### src/mssc_pkg.sv
// ----------------------------------------------------------------------------
// mssc_pkg
// Types, codes and tempo tables shared by the servo sweep controller.
// ----------------------------------------------------------------------------
package mssc_pkg;

    localparam int NUM_TEMPOS = 39;
    localparam int TABLE_LEN  = 39;
    localparam int LAST_SLOT  = ((NUM_TEMPOS < TABLE_LEN) ? NUM_TEMPOS : TABLE_LEN) - 1;

    localparam int DUTY_W  = 15;
    localparam int STEP_W  = 9;
    localparam int TEMPO_W = 6;
    localparam int NPM_W   = 4;
    localparam int SIG_W   = 3;
    localparam int CFG_IDX_W = 2;

    localparam logic [DUTY_W-1:0]  MAX_DUTY_RESET = DUTY_W'(3000);
    localparam logic [DUTY_W-1:0]  MIN_DUTY_RESET = DUTY_W'(1000);
    localparam logic [STEP_W-1:0]  STEP_RESET     = STEP_W'(139);
    localparam logic [TEMPO_W-1:0] TEMPO_RESET    = TEMPO_W'(38);
    localparam logic [NPM_W-1:0]   NPM_RESET      = NPM_W'(2);

    localparam logic [CFG_IDX_W-1:0] REG_MAX_DUTY = CFG_IDX_W'(0);
    localparam logic [CFG_IDX_W-1:0] REG_MIN_DUTY = CFG_IDX_W'(1);

    localparam logic OP_TICK = 1'b0;
    localparam logic OP_CMD  = 1'b1;

    typedef enum logic [1:0] {
        MODE_OFF    = 2'd0,
        MODE_ACCENT = 2'd1,
        MODE_PLAIN  = 2'd2
    } t_mode;

    typedef enum logic [1:0] {
        BEEP_NONE = 2'd0,
        BEEP_LOW  = 2'd1,
        BEEP_HIGH = 2'd2
    } t_beep;

    typedef enum logic [SIG_W-1:0] {
        SIG_2_2 = 3'd0,
        SIG_3_4 = 3'd1,
        SIG_4_4 = 3'd2,
        SIG_6_8 = 3'd3,
        SIG_9_8 = 3'd4,
        SIG_6_4 = 3'd5
    } t_sig;

    localparam logic [7:0] CH_DIGIT_0 = 8'h30;
    localparam logic [7:0] CH_DIGIT_9 = 8'h39;
    localparam logic [7:0] CH_UPPER_A = 8'h41;
    localparam logic [7:0] CH_UPPER_Z = 8'h5A;
    localparam logic [7:0] CH_LOWER_A = 8'h61;
    localparam logic [7:0] CH_LOWER_C = 8'h63;
    localparam logic [7:0] CH_MODE_OFF    = 8'h2E;
    localparam logic [7:0] CH_MODE_PLAIN  = 8'h2C;
    localparam logic [7:0] CH_MODE_ACCENT = 8'h2F;
    localparam logic [7:0] CH_SIG_2_2 = 8'h40;
    localparam logic [7:0] CH_SIG_3_4 = 8'h23;
    localparam logic [7:0] CH_SIG_4_4 = 8'h24;
    localparam logic [7:0] CH_SIG_6_8 = 8'h25;
    localparam logic [7:0] CH_SIG_9_8 = 8'h5E;
    localparam logic [7:0] CH_SIG_6_4 = 8'h26;

    localparam logic [7:0] UPPER_BASE = 8'd10;
    localparam logic [7:0] LOWER_BASE = 8'd36;

    localparam logic [7:0] STEP_TABLE [TABLE_LEN] = '{
        8'd27,  8'd28,  8'd30,  8'd31,  8'd32,  8'd33,  8'd35,  8'd36,  8'd37,  8'd39,
        8'd40,  8'd42,  8'd44,  8'd46,  8'd48,  8'd51,  8'd53,  8'd56,  8'd59,  8'd61,
        8'd64,  8'd67,  8'd69,  8'd72,  8'd75,  8'd77,  8'd80,  8'd84,  8'd88,  8'd92,
        8'd96,  8'd101, 8'd107, 8'd112, 8'd117, 8'd123, 8'd128, 8'd133, 8'd139
    };

    localparam logic [7:0] BPM_TABLE [TABLE_LEN] = '{
        8'd40,  8'd42,  8'd44,  8'd46,  8'd48,  8'd50,  8'd52,  8'd54,  8'd56,  8'd58,
        8'd60,  8'd63,  8'd66,  8'd69,  8'd72,  8'd76,  8'd80,  8'd84,  8'd88,  8'd92,
        8'd96,  8'd100, 8'd104, 8'd108, 8'd112, 8'd116, 8'd120, 8'd126, 8'd132, 8'd138,
        8'd144, 8'd152, 8'd160, 8'd168, 8'd176, 8'd184, 8'd192, 8'd200, 8'd208
    };

    typedef struct packed {
        logic       operation;
        logic [7:0] cmd_byte;
    } t_in_item;

    typedef struct packed {
        logic [DUTY_W-1:0] duty;
        logic [1:0]        beep;
        logic [7:0]        tempo_bpm;
        logic [1:0]        beep_mode;
        logic [SIG_W-1:0]  signature_index;
    } t_out_item;

    // clamp a tempo index onto the last table entry
    function automatic logic [TEMPO_W-1:0] table_slot(input logic [TEMPO_W-1:0] idx);
        if (int'(idx) > LAST_SLOT) begin
            return TEMPO_W'(LAST_SLOT);
        end
        return idx;
    endfunction

endpackage

### src/metronome_servo_sweep_controller.sv
// ----------------------------------------------------------------------------
// metronome_servo_sweep_controller
// Servo duty sweep with reversal beats, beep accents and command decoding.
// ----------------------------------------------------------------------------
//  channel  | handshake                  | payload
//  ---------+----------------------------+----------------------------------
//  in       | i_in_valid / o_in_ready    | i_in  (operation, cmd_byte)
//  out      | o_out_valid / i_out_ready  | o_out (duty, beep, tempo_bpm, ...)
//  cfg      | i_cfg_valid / o_cfg_ready  | i_cfg_index, i_cfg_data
//
//  One item per cycle while o_in_ready is high; each result is registered.
//  The state update, tempo lookup and bound compare finish in the accept cycle.
//  A two-entry output buffer (output register plus skid) keeps o_in_ready
//  high while one result waits; it drops only when both entries are full.
//  Synchronous reset restores the duty, step, tempo, mode and signature.
// ----------------------------------------------------------------------------
module metronome_servo_sweep_controller (
    input  logic                               i_clk,
    input  logic                               i_rst_n,
    input  logic                               i_in_valid,
    output logic                               o_in_ready,
    input  mssc_pkg::t_in_item                 i_in,
    output logic                               o_out_valid,
    input  logic                               i_out_ready,
    output mssc_pkg::t_out_item                o_out,
    input  logic                               i_cfg_valid,
    output logic                               o_cfg_ready,
    input  logic [mssc_pkg::CFG_IDX_W-1:0]     i_cfg_index,
    input  logic [mssc_pkg::DUTY_W-1:0]        i_cfg_data
);

    logic [mssc_pkg::DUTY_W-1:0]  r_max_duty;
    logic [mssc_pkg::DUTY_W-1:0]  r_min_duty;
    logic [mssc_pkg::DUTY_W-1:0]  r_duty, n_duty;
    logic signed [mssc_pkg::STEP_W-1:0] r_step, n_step;
    logic [mssc_pkg::TEMPO_W-1:0] r_tempo, n_tempo;
    mssc_pkg::t_mode              r_mode, n_mode;
    logic [mssc_pkg::NPM_W-1:0]   r_npm, n_npm;
    logic [mssc_pkg::NPM_W-1:0]   r_beat, n_beat;
    logic [mssc_pkg::SIG_W-1:0]   r_sig, n_sig;

    mssc_pkg::t_out_item r_out, r_skid, n_item;
    logic                r_out_valid, r_skid_valid;

    logic accept;
    logic cfg_we;

    assign o_in_ready  = !r_skid_valid;
    assign o_cfg_ready = 1'b1;
    assign o_out_valid = r_out_valid;
    assign o_out       = r_out;
    assign accept      = i_in_valid && o_in_ready;
    assign cfg_we      = i_cfg_valid && o_cfg_ready;

    always_comb begin
        logic signed [mssc_pkg::DUTY_W+1:0] sum;
        logic                               reverse;
        logic [1:0]                         beep;
        logic [7:0]                         c;
        logic [7:0]                         tcode;
        logic                               tsel;
        logic [mssc_pkg::NPM_W-1:0]         last;
        logic [mssc_pkg::TEMPO_W-1:0]       slot;

        n_duty  = r_duty;
        n_step  = r_step;
        n_tempo = r_tempo;
        n_mode  = r_mode;
        n_npm   = r_npm;
        n_beat  = r_beat;
        n_sig   = r_sig;
        beep    = mssc_pkg::BEEP_NONE;
        c       = i_in.cmd_byte;
        tcode   = 8'd0;
        tsel    = 1'b0;
        last    = r_npm - mssc_pkg::NPM_W'(1);
        sum     = $signed({2'b00, r_duty}) + (mssc_pkg::DUTY_W+2)'(r_step);
        reverse = (sum > $signed({2'b00, r_max_duty})) ||
                  (sum < $signed({2'b00, r_min_duty}));

        if (i_in.operation == mssc_pkg::OP_TICK) begin
            if (reverse) begin
                n_step = -r_step;
                unique case (r_mode)
                    mssc_pkg::MODE_ACCENT: begin
                        if ((r_npm != '0) && (r_beat < last)) begin
                            beep   = mssc_pkg::BEEP_LOW;
                            n_beat = r_beat + mssc_pkg::NPM_W'(1);
                        end else begin
                            beep   = mssc_pkg::BEEP_HIGH;
                            n_beat = '0;
                        end
                    end
                    mssc_pkg::MODE_PLAIN: beep = mssc_pkg::BEEP_LOW;
                    default: beep = mssc_pkg::BEEP_NONE;
                endcase
            end
            if (sum < 0) begin
                n_duty = '0;
            end else if (sum > $signed({2'b00, {mssc_pkg::DUTY_W{1'b1}}})) begin
                n_duty = '1;
            end else begin
                n_duty = sum[mssc_pkg::DUTY_W-1:0];
            end
        end else begin
            priority if (c >= mssc_pkg::CH_DIGIT_0 && c <= mssc_pkg::CH_DIGIT_9) begin
                tcode = c - mssc_pkg::CH_DIGIT_0;
                tsel  = 1'b1;
            end else if (c >= mssc_pkg::CH_UPPER_A && c <= mssc_pkg::CH_UPPER_Z) begin
                tcode = c - mssc_pkg::CH_UPPER_A + mssc_pkg::UPPER_BASE;
                tsel  = 1'b1;
            end else if (c >= mssc_pkg::CH_LOWER_A && c <= mssc_pkg::CH_LOWER_C) begin
                tcode = c - mssc_pkg::CH_LOWER_A + mssc_pkg::LOWER_BASE;
                tsel  = 1'b1;
            end else if (c == mssc_pkg::CH_MODE_OFF) begin
                n_mode = mssc_pkg::MODE_OFF;
            end else if (c == mssc_pkg::CH_MODE_PLAIN) begin
                n_mode = mssc_pkg::MODE_PLAIN;
            end else if (c == mssc_pkg::CH_MODE_ACCENT) begin
                n_mode = mssc_pkg::MODE_ACCENT;
            end else if (c == mssc_pkg::CH_SIG_2_2) begin
                n_npm = mssc_pkg::NPM_W'(2);
                n_sig = mssc_pkg::SIG_2_2;
            end else if (c == mssc_pkg::CH_SIG_3_4) begin
                n_npm = mssc_pkg::NPM_W'(3);
                n_sig = mssc_pkg::SIG_3_4;
            end else if (c == mssc_pkg::CH_SIG_4_4) begin
                n_npm = mssc_pkg::NPM_W'(4);
                n_sig = mssc_pkg::SIG_4_4;
            end else if (c == mssc_pkg::CH_SIG_6_8) begin
                n_npm = mssc_pkg::NPM_W'(6);
                n_sig = mssc_pkg::SIG_6_8;
            end else if (c == mssc_pkg::CH_SIG_9_8) begin
                n_npm = mssc_pkg::NPM_W'(9);
                n_sig = mssc_pkg::SIG_9_8;
            end else if (c == mssc_pkg::CH_SIG_6_4) begin
                n_npm = mssc_pkg::NPM_W'(6);
                n_sig = mssc_pkg::SIG_6_4;
            end else begin
                tsel = 1'b0;
            end
            if (tsel && (int'(tcode) < mssc_pkg::NUM_TEMPOS)) begin
                n_tempo = tcode[mssc_pkg::TEMPO_W-1:0];
            end
            n_step = $signed({1'b0, mssc_pkg::STEP_TABLE[mssc_pkg::table_slot(n_tempo)]});
        end

        slot                   = mssc_pkg::table_slot(n_tempo);
        n_item.duty            = n_duty;
        n_item.beep            = beep;
        n_item.tempo_bpm       = mssc_pkg::BPM_TABLE[slot];
        n_item.beep_mode       = n_mode;
        n_item.signature_index = n_sig;
    end

    always_ff @(posedge i_clk) begin
        if (!i_rst_n) begin
            r_max_duty <= mssc_pkg::MAX_DUTY_RESET;
            r_min_duty <= mssc_pkg::MIN_DUTY_RESET;
        end else if (cfg_we) begin
            if (i_cfg_index == mssc_pkg::REG_MAX_DUTY) begin
                r_max_duty <= i_cfg_data;
            end else if (i_cfg_index == mssc_pkg::REG_MIN_DUTY) begin
                r_min_duty <= i_cfg_data;
            end
        end
    end

    always_ff @(posedge i_clk) begin
        if (!i_rst_n) begin
            r_duty  <= mssc_pkg::MIN_DUTY_RESET;
            r_step  <= mssc_pkg::STEP_RESET;
            r_tempo <= mssc_pkg::TEMPO_RESET;
            r_mode  <= mssc_pkg::MODE_OFF;
            r_npm   <= mssc_pkg::NPM_RESET;
            r_beat  <= '0;
            r_sig   <= mssc_pkg::SIG_2_2;
        end else if (accept) begin
            r_duty  <= n_duty;
            r_step  <= n_step;
            r_tempo <= n_tempo;
            r_mode  <= n_mode;
            r_npm   <= n_npm;
            r_beat  <= n_beat;
            r_sig   <= n_sig;
        end
    end

    always_ff @(posedge i_clk) begin
        if (!i_rst_n) begin
            r_out_valid  <= 1'b0;
            r_skid_valid <= 1'b0;
        end else begin
            if (r_skid_valid) begin
                if (i_out_ready) begin
                    r_out        <= r_skid;
                    r_skid_valid <= 1'b0;
                end
            end else if (accept) begin
                if (!r_out_valid || i_out_ready) begin
                    r_out       <= n_item;
                    r_out_valid <= 1'b1;
                end else begin
                    r_skid       <= n_item;
                    r_skid_valid <= 1'b1;
                end
            end else if (i_out_ready) begin
                r_out_valid <= 1'b0;
            end
        end
    end

endmodule
### config.mk
export PLATFORM = sky130hd
export DESIGN_NAME = metronome_servo_sweep_controller
export DESIGN_NICKNAME = d
export VERILOG_FILES = /design/src/mssc_pkg.sv /design/src/metronome_servo_sweep_controller.sv
export SDC_FILE = /design/constraint.sdc
export NUM_CORES = 1
export LEC_CHECK = 0
export BUFFER_PORTS_ARGS = -buffer_cell sky130_fd_sc_hd__buf_2
export CAP_MARGIN = 0
export CELL_PAD_IN_SITES_DETAIL_PLACEMENT = 1
export CELL_PAD_IN_SITES_GLOBAL_PLACEMENT = 2
export CORE_UTILIZATION = 35
export CTS_BUF_LIST = sky130_fd_sc_hd__clkbuf_16
export DETAILED_ROUTE_END_ITERATION = 6
export HOLD_SLACK_MARGIN = 0.06
export MAX_ROUTING_LAYER = met4
export PLACE_DENSITY = 0.77
export SLEW_MARGIN = 20
export SYNTH_ARGS = -nofsm -noshare
export SYNTH_HDL_FRONTEND = slang
export SYNTH_SLANG_ARGS = --single-unit
### constraint.sdc
create_clock -name i_clk -period 17.6 [get_ports i_clk]
set_clock_uncertainty 0.1 [all_clocks]
set_input_delay 5.28 -clock i_clk [delete_from_list [all_inputs] [get_ports i_clk]]
set_output_delay 5.28 -clock i_clk [all_outputs]
set_load 0.01 [all_outputs]
# Yosys cells after proc, flatten, opt, wreduce, memory -nomap -nowiden
# Memories as Yosys holds them, arrays and structs flattened.
# Index checks and enable logic that the tools add are counted.
# classes
n_eq_ne,14
reduce_logical,25
n_addsub,9
bitwise_logic,12
magnitude_cmp,16
muxes,70
# op_table
op,count
$mux W30,4
$mux W8,8
$eq A8 B6 Y1 const B,7
$mux W6,8
$mux W15,3
$mux W3,13
$mux W4,7
$mux W2,10
$mux W9,2
$add A16 B9 Y17,1
$gt A17 B16 Y1,1
$gt A17 B16 Y1 const B,1
$lt A17 B1 Y1 const B,1
$lt A17 B16 Y1,1
$eq A8 B7 Y1 const B,2
$ge A8 B7 Y1 const B,2
$le A8 B7 Y1 const B,2
$sub A8 B7 Y8 const B,2
$ge A7 B7 Y1 const B,2
$mux W1,14
$not A6 Y7,2
$gt A6 B6 Y1 const B,2
$reduce_and A4 Y1,3
$not A1 Y1,10
25 further kinds,38
# word_totals
wordCells,169
regBits,135
output_inout_bits,33
memories,2
input_bits,31
romBits,1024
# mem_list
memory,depth,width,rd,rd_clocked_by_memory_dff,write_ports,line,source
(no name shown),64,8,1,0,0,metronome_servo_sweep_controller.sv:151,n_item.tempo_bpm = mssc_pkg::BPM_TABLE[slot];
(no name shown),64,8,1,0,0,metronome_servo_sweep_controller.sv:145,"n_step = $signed({1'b0, mssc_pkg::STEP_TABLE[mssc_pkg::table_slot(n_tempo)]});"

# Depth between registers and ports, before layout
# depth
word_depth,21
depth_mapped,21
mapped_depth_nobuf,20

# Least setup slack after synthesis
# OpenSTA, ideal clock, no wires.
# synth_timing
kind,in2reg
start,in i_in[0] (netlist name)
end,reg r_step[3] (netlist name)
t_required_ns,17.421
setup_ns,0.079
slack_ns,8.147
n_path_buf,2
arrival_ns,9.274
stages,19
cell_sequence,inv_1 > ha_1 > buf_4 > or4b_4 > a311o_1 > a32oi_1 > a221o_1 > o21ai_1 > and2_0 > o32ai_1 > clkbuf_1 > o22ai_1 > a21o_1 > inv_1 > ha_1 > nor2_1 > a2111oi_0 > o31ai_1 > a22oi_1
# synth_between
elab_chain_len,20
elab_cells_between_ends,36
cone_classes,add/sub: 5; order compare: 8; mux: 17; bitwise: 1; reduce/logical: 4; memory: 1
# synth_rtl
item,line,source
start: declaration,metronome_servo_sweep_controller.sv:22,"input mssc_pkg::t_in_item i_in,"
"$sub A8 B7 Y8, or another cell as far along",metronome_servo_sweep_controller.sv:113,tcode = c - mssc_pkg::CH_LOWER_A + mssc_pkg::LOWER_BASE;
$add A8 B6 Y8 or $logic_and A1 B1 Y1 (tied branches),"metronome_servo_sweep_controller.sv:113, metronome_servo_sweep_controller.sv:112",
$mux W8,metronome_servo_sweep_controller.sv:112,end else if (c >= mssc_pkg::CH_LOWER_A && c <= mssc_pkg::CH_LOWER_C) begin
$mux W8,metronome_servo_sweep_controller.sv:109,end else if (c >= mssc_pkg::CH_UPPER_A && c <= mssc_pkg::CH_UPPER_Z) begin
$mux W8,metronome_servo_sweep_controller.sv:106,priority if (c >= mssc_pkg::CH_DIGIT_0 && c <= mssc_pkg::CH_DIGIT_9) begin
$mux W8,metronome_servo_sweep_controller.sv:81,if (i_in.operation == mssc_pkg::OP_TICK) begin
$lt A8 B6 Y1,metronome_servo_sweep_controller.sv:142,if (tsel && (int'(tcode) < mssc_pkg::NUM_TEMPOS)) begin
$logic_and A1 B1 Y1,metronome_servo_sweep_controller.sv:142,
(+3 left out),-,
$mux W1,mssc_pkg.sv:99,if (int'(idx) > LAST_SLOT) begin
$mux W1,metronome_servo_sweep_controller.sv:81,
$mux W6 *,mssc_pkg.sv:102,return idx;
$mux W6 *,metronome_servo_sweep_controller.sv:81,
$not A6 Y7 (implied by the code) *,metronome_servo_sweep_controller.sv:145,
$mem_v2 Z64 W8 *,-,
$mux W8 (implied by the code) * (2 in series),metronome_servo_sweep_controller.sv:145,
$mux W9 *,metronome_servo_sweep_controller.sv:81,
end signal: assignment,metronome_servo_sweep_controller.sv:172,r_step <= mssc_pkg::STEP_RESET;
end signal: assignment,metronome_servo_sweep_controller.sv:180,r_step <= n_step;
end: declaration,metronome_servo_sweep_controller.sv:35,"logic signed [mssc_pkg::STEP_W-1:0] r_step, n_step;"
# Mark *: on every way between the ends. The rest lies on a longest branch, timed or not. The select of a mux whose other input is x is not followed.
# A chain may end at the register's enable or synchronous reset.

==> summary.txt <==
Reg clk slew, reported paths - 0.07 ns
Inserted Clock Buffers - 17
Syn. warnings - 0
IO buf count - 62
final net count - 1,162
Worst Setup End Kind - flip-flop
Setup CP Type - in2reg
final-report hold violation count - 0
Worst Slack Setup Final - 7.60 ns
Setup WS pre-CTS - 7.27 ns
min-delay src - r_min_duty[1]
worst path cell trace - buf_2, inv_1, ha_1, or4b_4, a311oi_2, o31ai_1, a211oi_2, o21bai_1, o31ai_4, o21ai_1, nor2_1, o21ai_0, ha_1, o21ai_1, a221oi_2, mux2_4
# resized after CTS - 0
max-cap violations - 0
I/O pin total - 64
Post-synth EDFFs - 60
Mapped Avg Cell Area - 8.88 um^2
RR Endpoint - r_step[3]
Post-Synthesis Cells - 1,014
Remaining DRCs - 0
WL per Instance - 18.3 um
first-pass GRT wire length - 41,800 um
Starting Density - 35.8%
Max clock buf depth - 2
Area growth, synth to finish - 13.2%
status - complete, no violations
Hold Buf Count CTS - 0
# setup viols final - 0
CP max FO - 13
crit path DAT - 10.07 ns
Synth area leader - edfxtp_1
most frequent cell after synthesis - nand2_1
max_slew headroom - 34.4%
critical path depth in cells - 16
Yosys cell types - 95
Total GRT Usage - 20.7%
asr flop ratio synth - 0%
Vias - 7,751
area of the mapped netlist - 0.00901 mm^2
Hold Path Sink - r_min_duty[1]
vias in the first global route - 7,580
chip height - 162 um
LEAKAGE - 0.00410 uW
syn_nets - 1,116
ys flop type - dfxtp_1
fill count - 2,945
RSZ-0062 raised after global routing - no
Worst Tran Pin Value - 0.971 ns
worst r2r src - r_step[0]
fin. max-slew vios - 0
HPWL Detailed - 19,200 um
remaining global-route overflow - 0
top cells by area, synth - edfxtp_1, dfxtp_1, ha_1, nand2_1, o21ai_0
H-tree depth - 4
PD cells - 106 mW/mm^2
top-area cell type share of the netlist area - 20.0%
r2r worst-path depth - 21
row count - 58
Iteration-0 DRC Markers - 451
Synth top cells by count - nand2_1, dfxtp_1, nor2_1
Final Cycle Share - 56.8%
chip width - 162 um
sum of negative setup slack - 0 ns
layout cells sized above 1 - 15.3%
Worst-Skew Late Latency - 0.42 ns
die area - 0.0264 mm^2
Seq/Total Area, Yosys - 36.7%
Worst path slowest cell - o31ai_4
CTS Root Cell - clkbuf_16
Hold WC Path Type - reg2reg
Post-CTS Setup Inserts - 0
Top delay family on crit path - compound AO/OA/AOI/OAI gates
Fmax achieved - 0.100 GHz
drt total wl - 25,700 um
TritonCTS clock tree - built
VDD IR max - 0.0451 mV
WP data required - 17.67 ns
vias per cell - 5.52
largest net degree at the start of global routing - 76
drt pass-1 iters - 4
CP peak stage delay - 0.64 ns
Hold Crit Depth - 2
Antenna Nets Post-Route - 0
Final GP Congestion - 0.873
initial antenna violation count - 0
minimum setup slack among reg-to-reg paths - 11.93 ns
CP Buf/Inv Count - 2
n_diodes - 0
Clock Sink Count - 135
post-layout power - 1080 uW
#FFs+latches synth - 135
Critical Path Start Type - input pin
Core ar. - 0.0252 mm^2
crit path time final - 10.0 ns
routing by layer:
layer	routed length [um]	share of wire, %	track usage (%)
met1	13600	53	30.1
met5	0	0	-
met2	11000	43	30.0
met4	359	1.4	5.62
met3	747	2.9	2.14
flip-flops by register name, summed over array words and instances (netlist names), 3 cells and up:
register    count
r_beat          4
r_npm           4
r_skid         30
r_max_duty     15
r_sig           3
r_tempo         6
r_min_duty     15
o_out          30
r_step          9
r_duty         15
cell type report:
type,count,area [um^2],area share (%)
Clock buffer,17,425,4.17
Clock inverter,15,150,1.47
Inverter,57,214,2.10
Multi-Input combinational cell,777,5310,52.0
Sequential cell,135,3300,32.4
Tap cell,330,413,4.05
Timing Repair Buffer,72,385,3.78
cell usage in the layout, fill, tap and decap left out, drive strengths merged, types with 10 or more instances in the layout:
cell type,count
a211oi,12
a21boi,29
a21o,18
a21oi,49
buf,72
clkbuf,17
dfxtp,75
edfxtp,60
ha,70
inv,66
mux2,29
mux2i,10
nand2,138
nand3,26
nor2,72
nor2b,15
nor3,12
o211ai,21
o21a,12
o21ai,68
o31ai,16
or3,10
xnor2,15
where the power goes:
group / internal [uW] / leakage, uW / switching (uW)
Combinational: 143 / 0.00265 / 214
Sequential: 355 / 0.00117 / 17.7
Clock: 189 / 0.000275 / 163
worst min-delay path, cell delays in order, from the launching register on:
cell	delay (ns)
dfxtp_1	0.31
nand2_1	0.05
a21boi_0	0.06
metrics by stage:
step	utilization [%]	instance area [um^2]	hold WS (ns)	std cells
final	40.5	10200	0.371	1403
after global routing	40.5	10200	0.395	1403
after CTS	40.5	10200	0.376	1403
after detailed placement	38.2	9620	0.367	1371
after global placement	38.2	9620	0.350	1371
after floorplan	-	9010	0.335	1014
cells by family (layout without fill, tap and decap cells):
| group | count (synthesis) | after routing | synth area share (%) |
|---|---|---|---|
| other | 1 | 1 | 0.0416 |
| xor gates and xnor gates | 18 | 18 | 1.75 |
| muxes | 39 | 39 | 5.03 |
| and+or+nand+nor | 340 | 340 | 18.1 |
| buffers and inverters | 102 | 161 | 4.54 |
| AOI/OAI and AO/OA | 308 | 308 | 24.0 |
| adders and majority gates | 71 | 71 | 9.95 |
| DFF | 135 | 135 | 36.7 |
worst max path at each step:
stage | start | slack (ns) | endpoint
floorplan | i_in[0] | 8.15 | r_step[3]
global placement | i_in[0] | 7.39 | o_out[9]
detailed placement | i_in[0] | 7.27 | o_out[9]
CTS | i_in[0] | 7.67 | o_out[9]
global route | i_in[0] | 7.30 | o_out[9]
finish | i_in[0] | 7.60 | o_out[9]
Power figures use the tool's default switching activity.
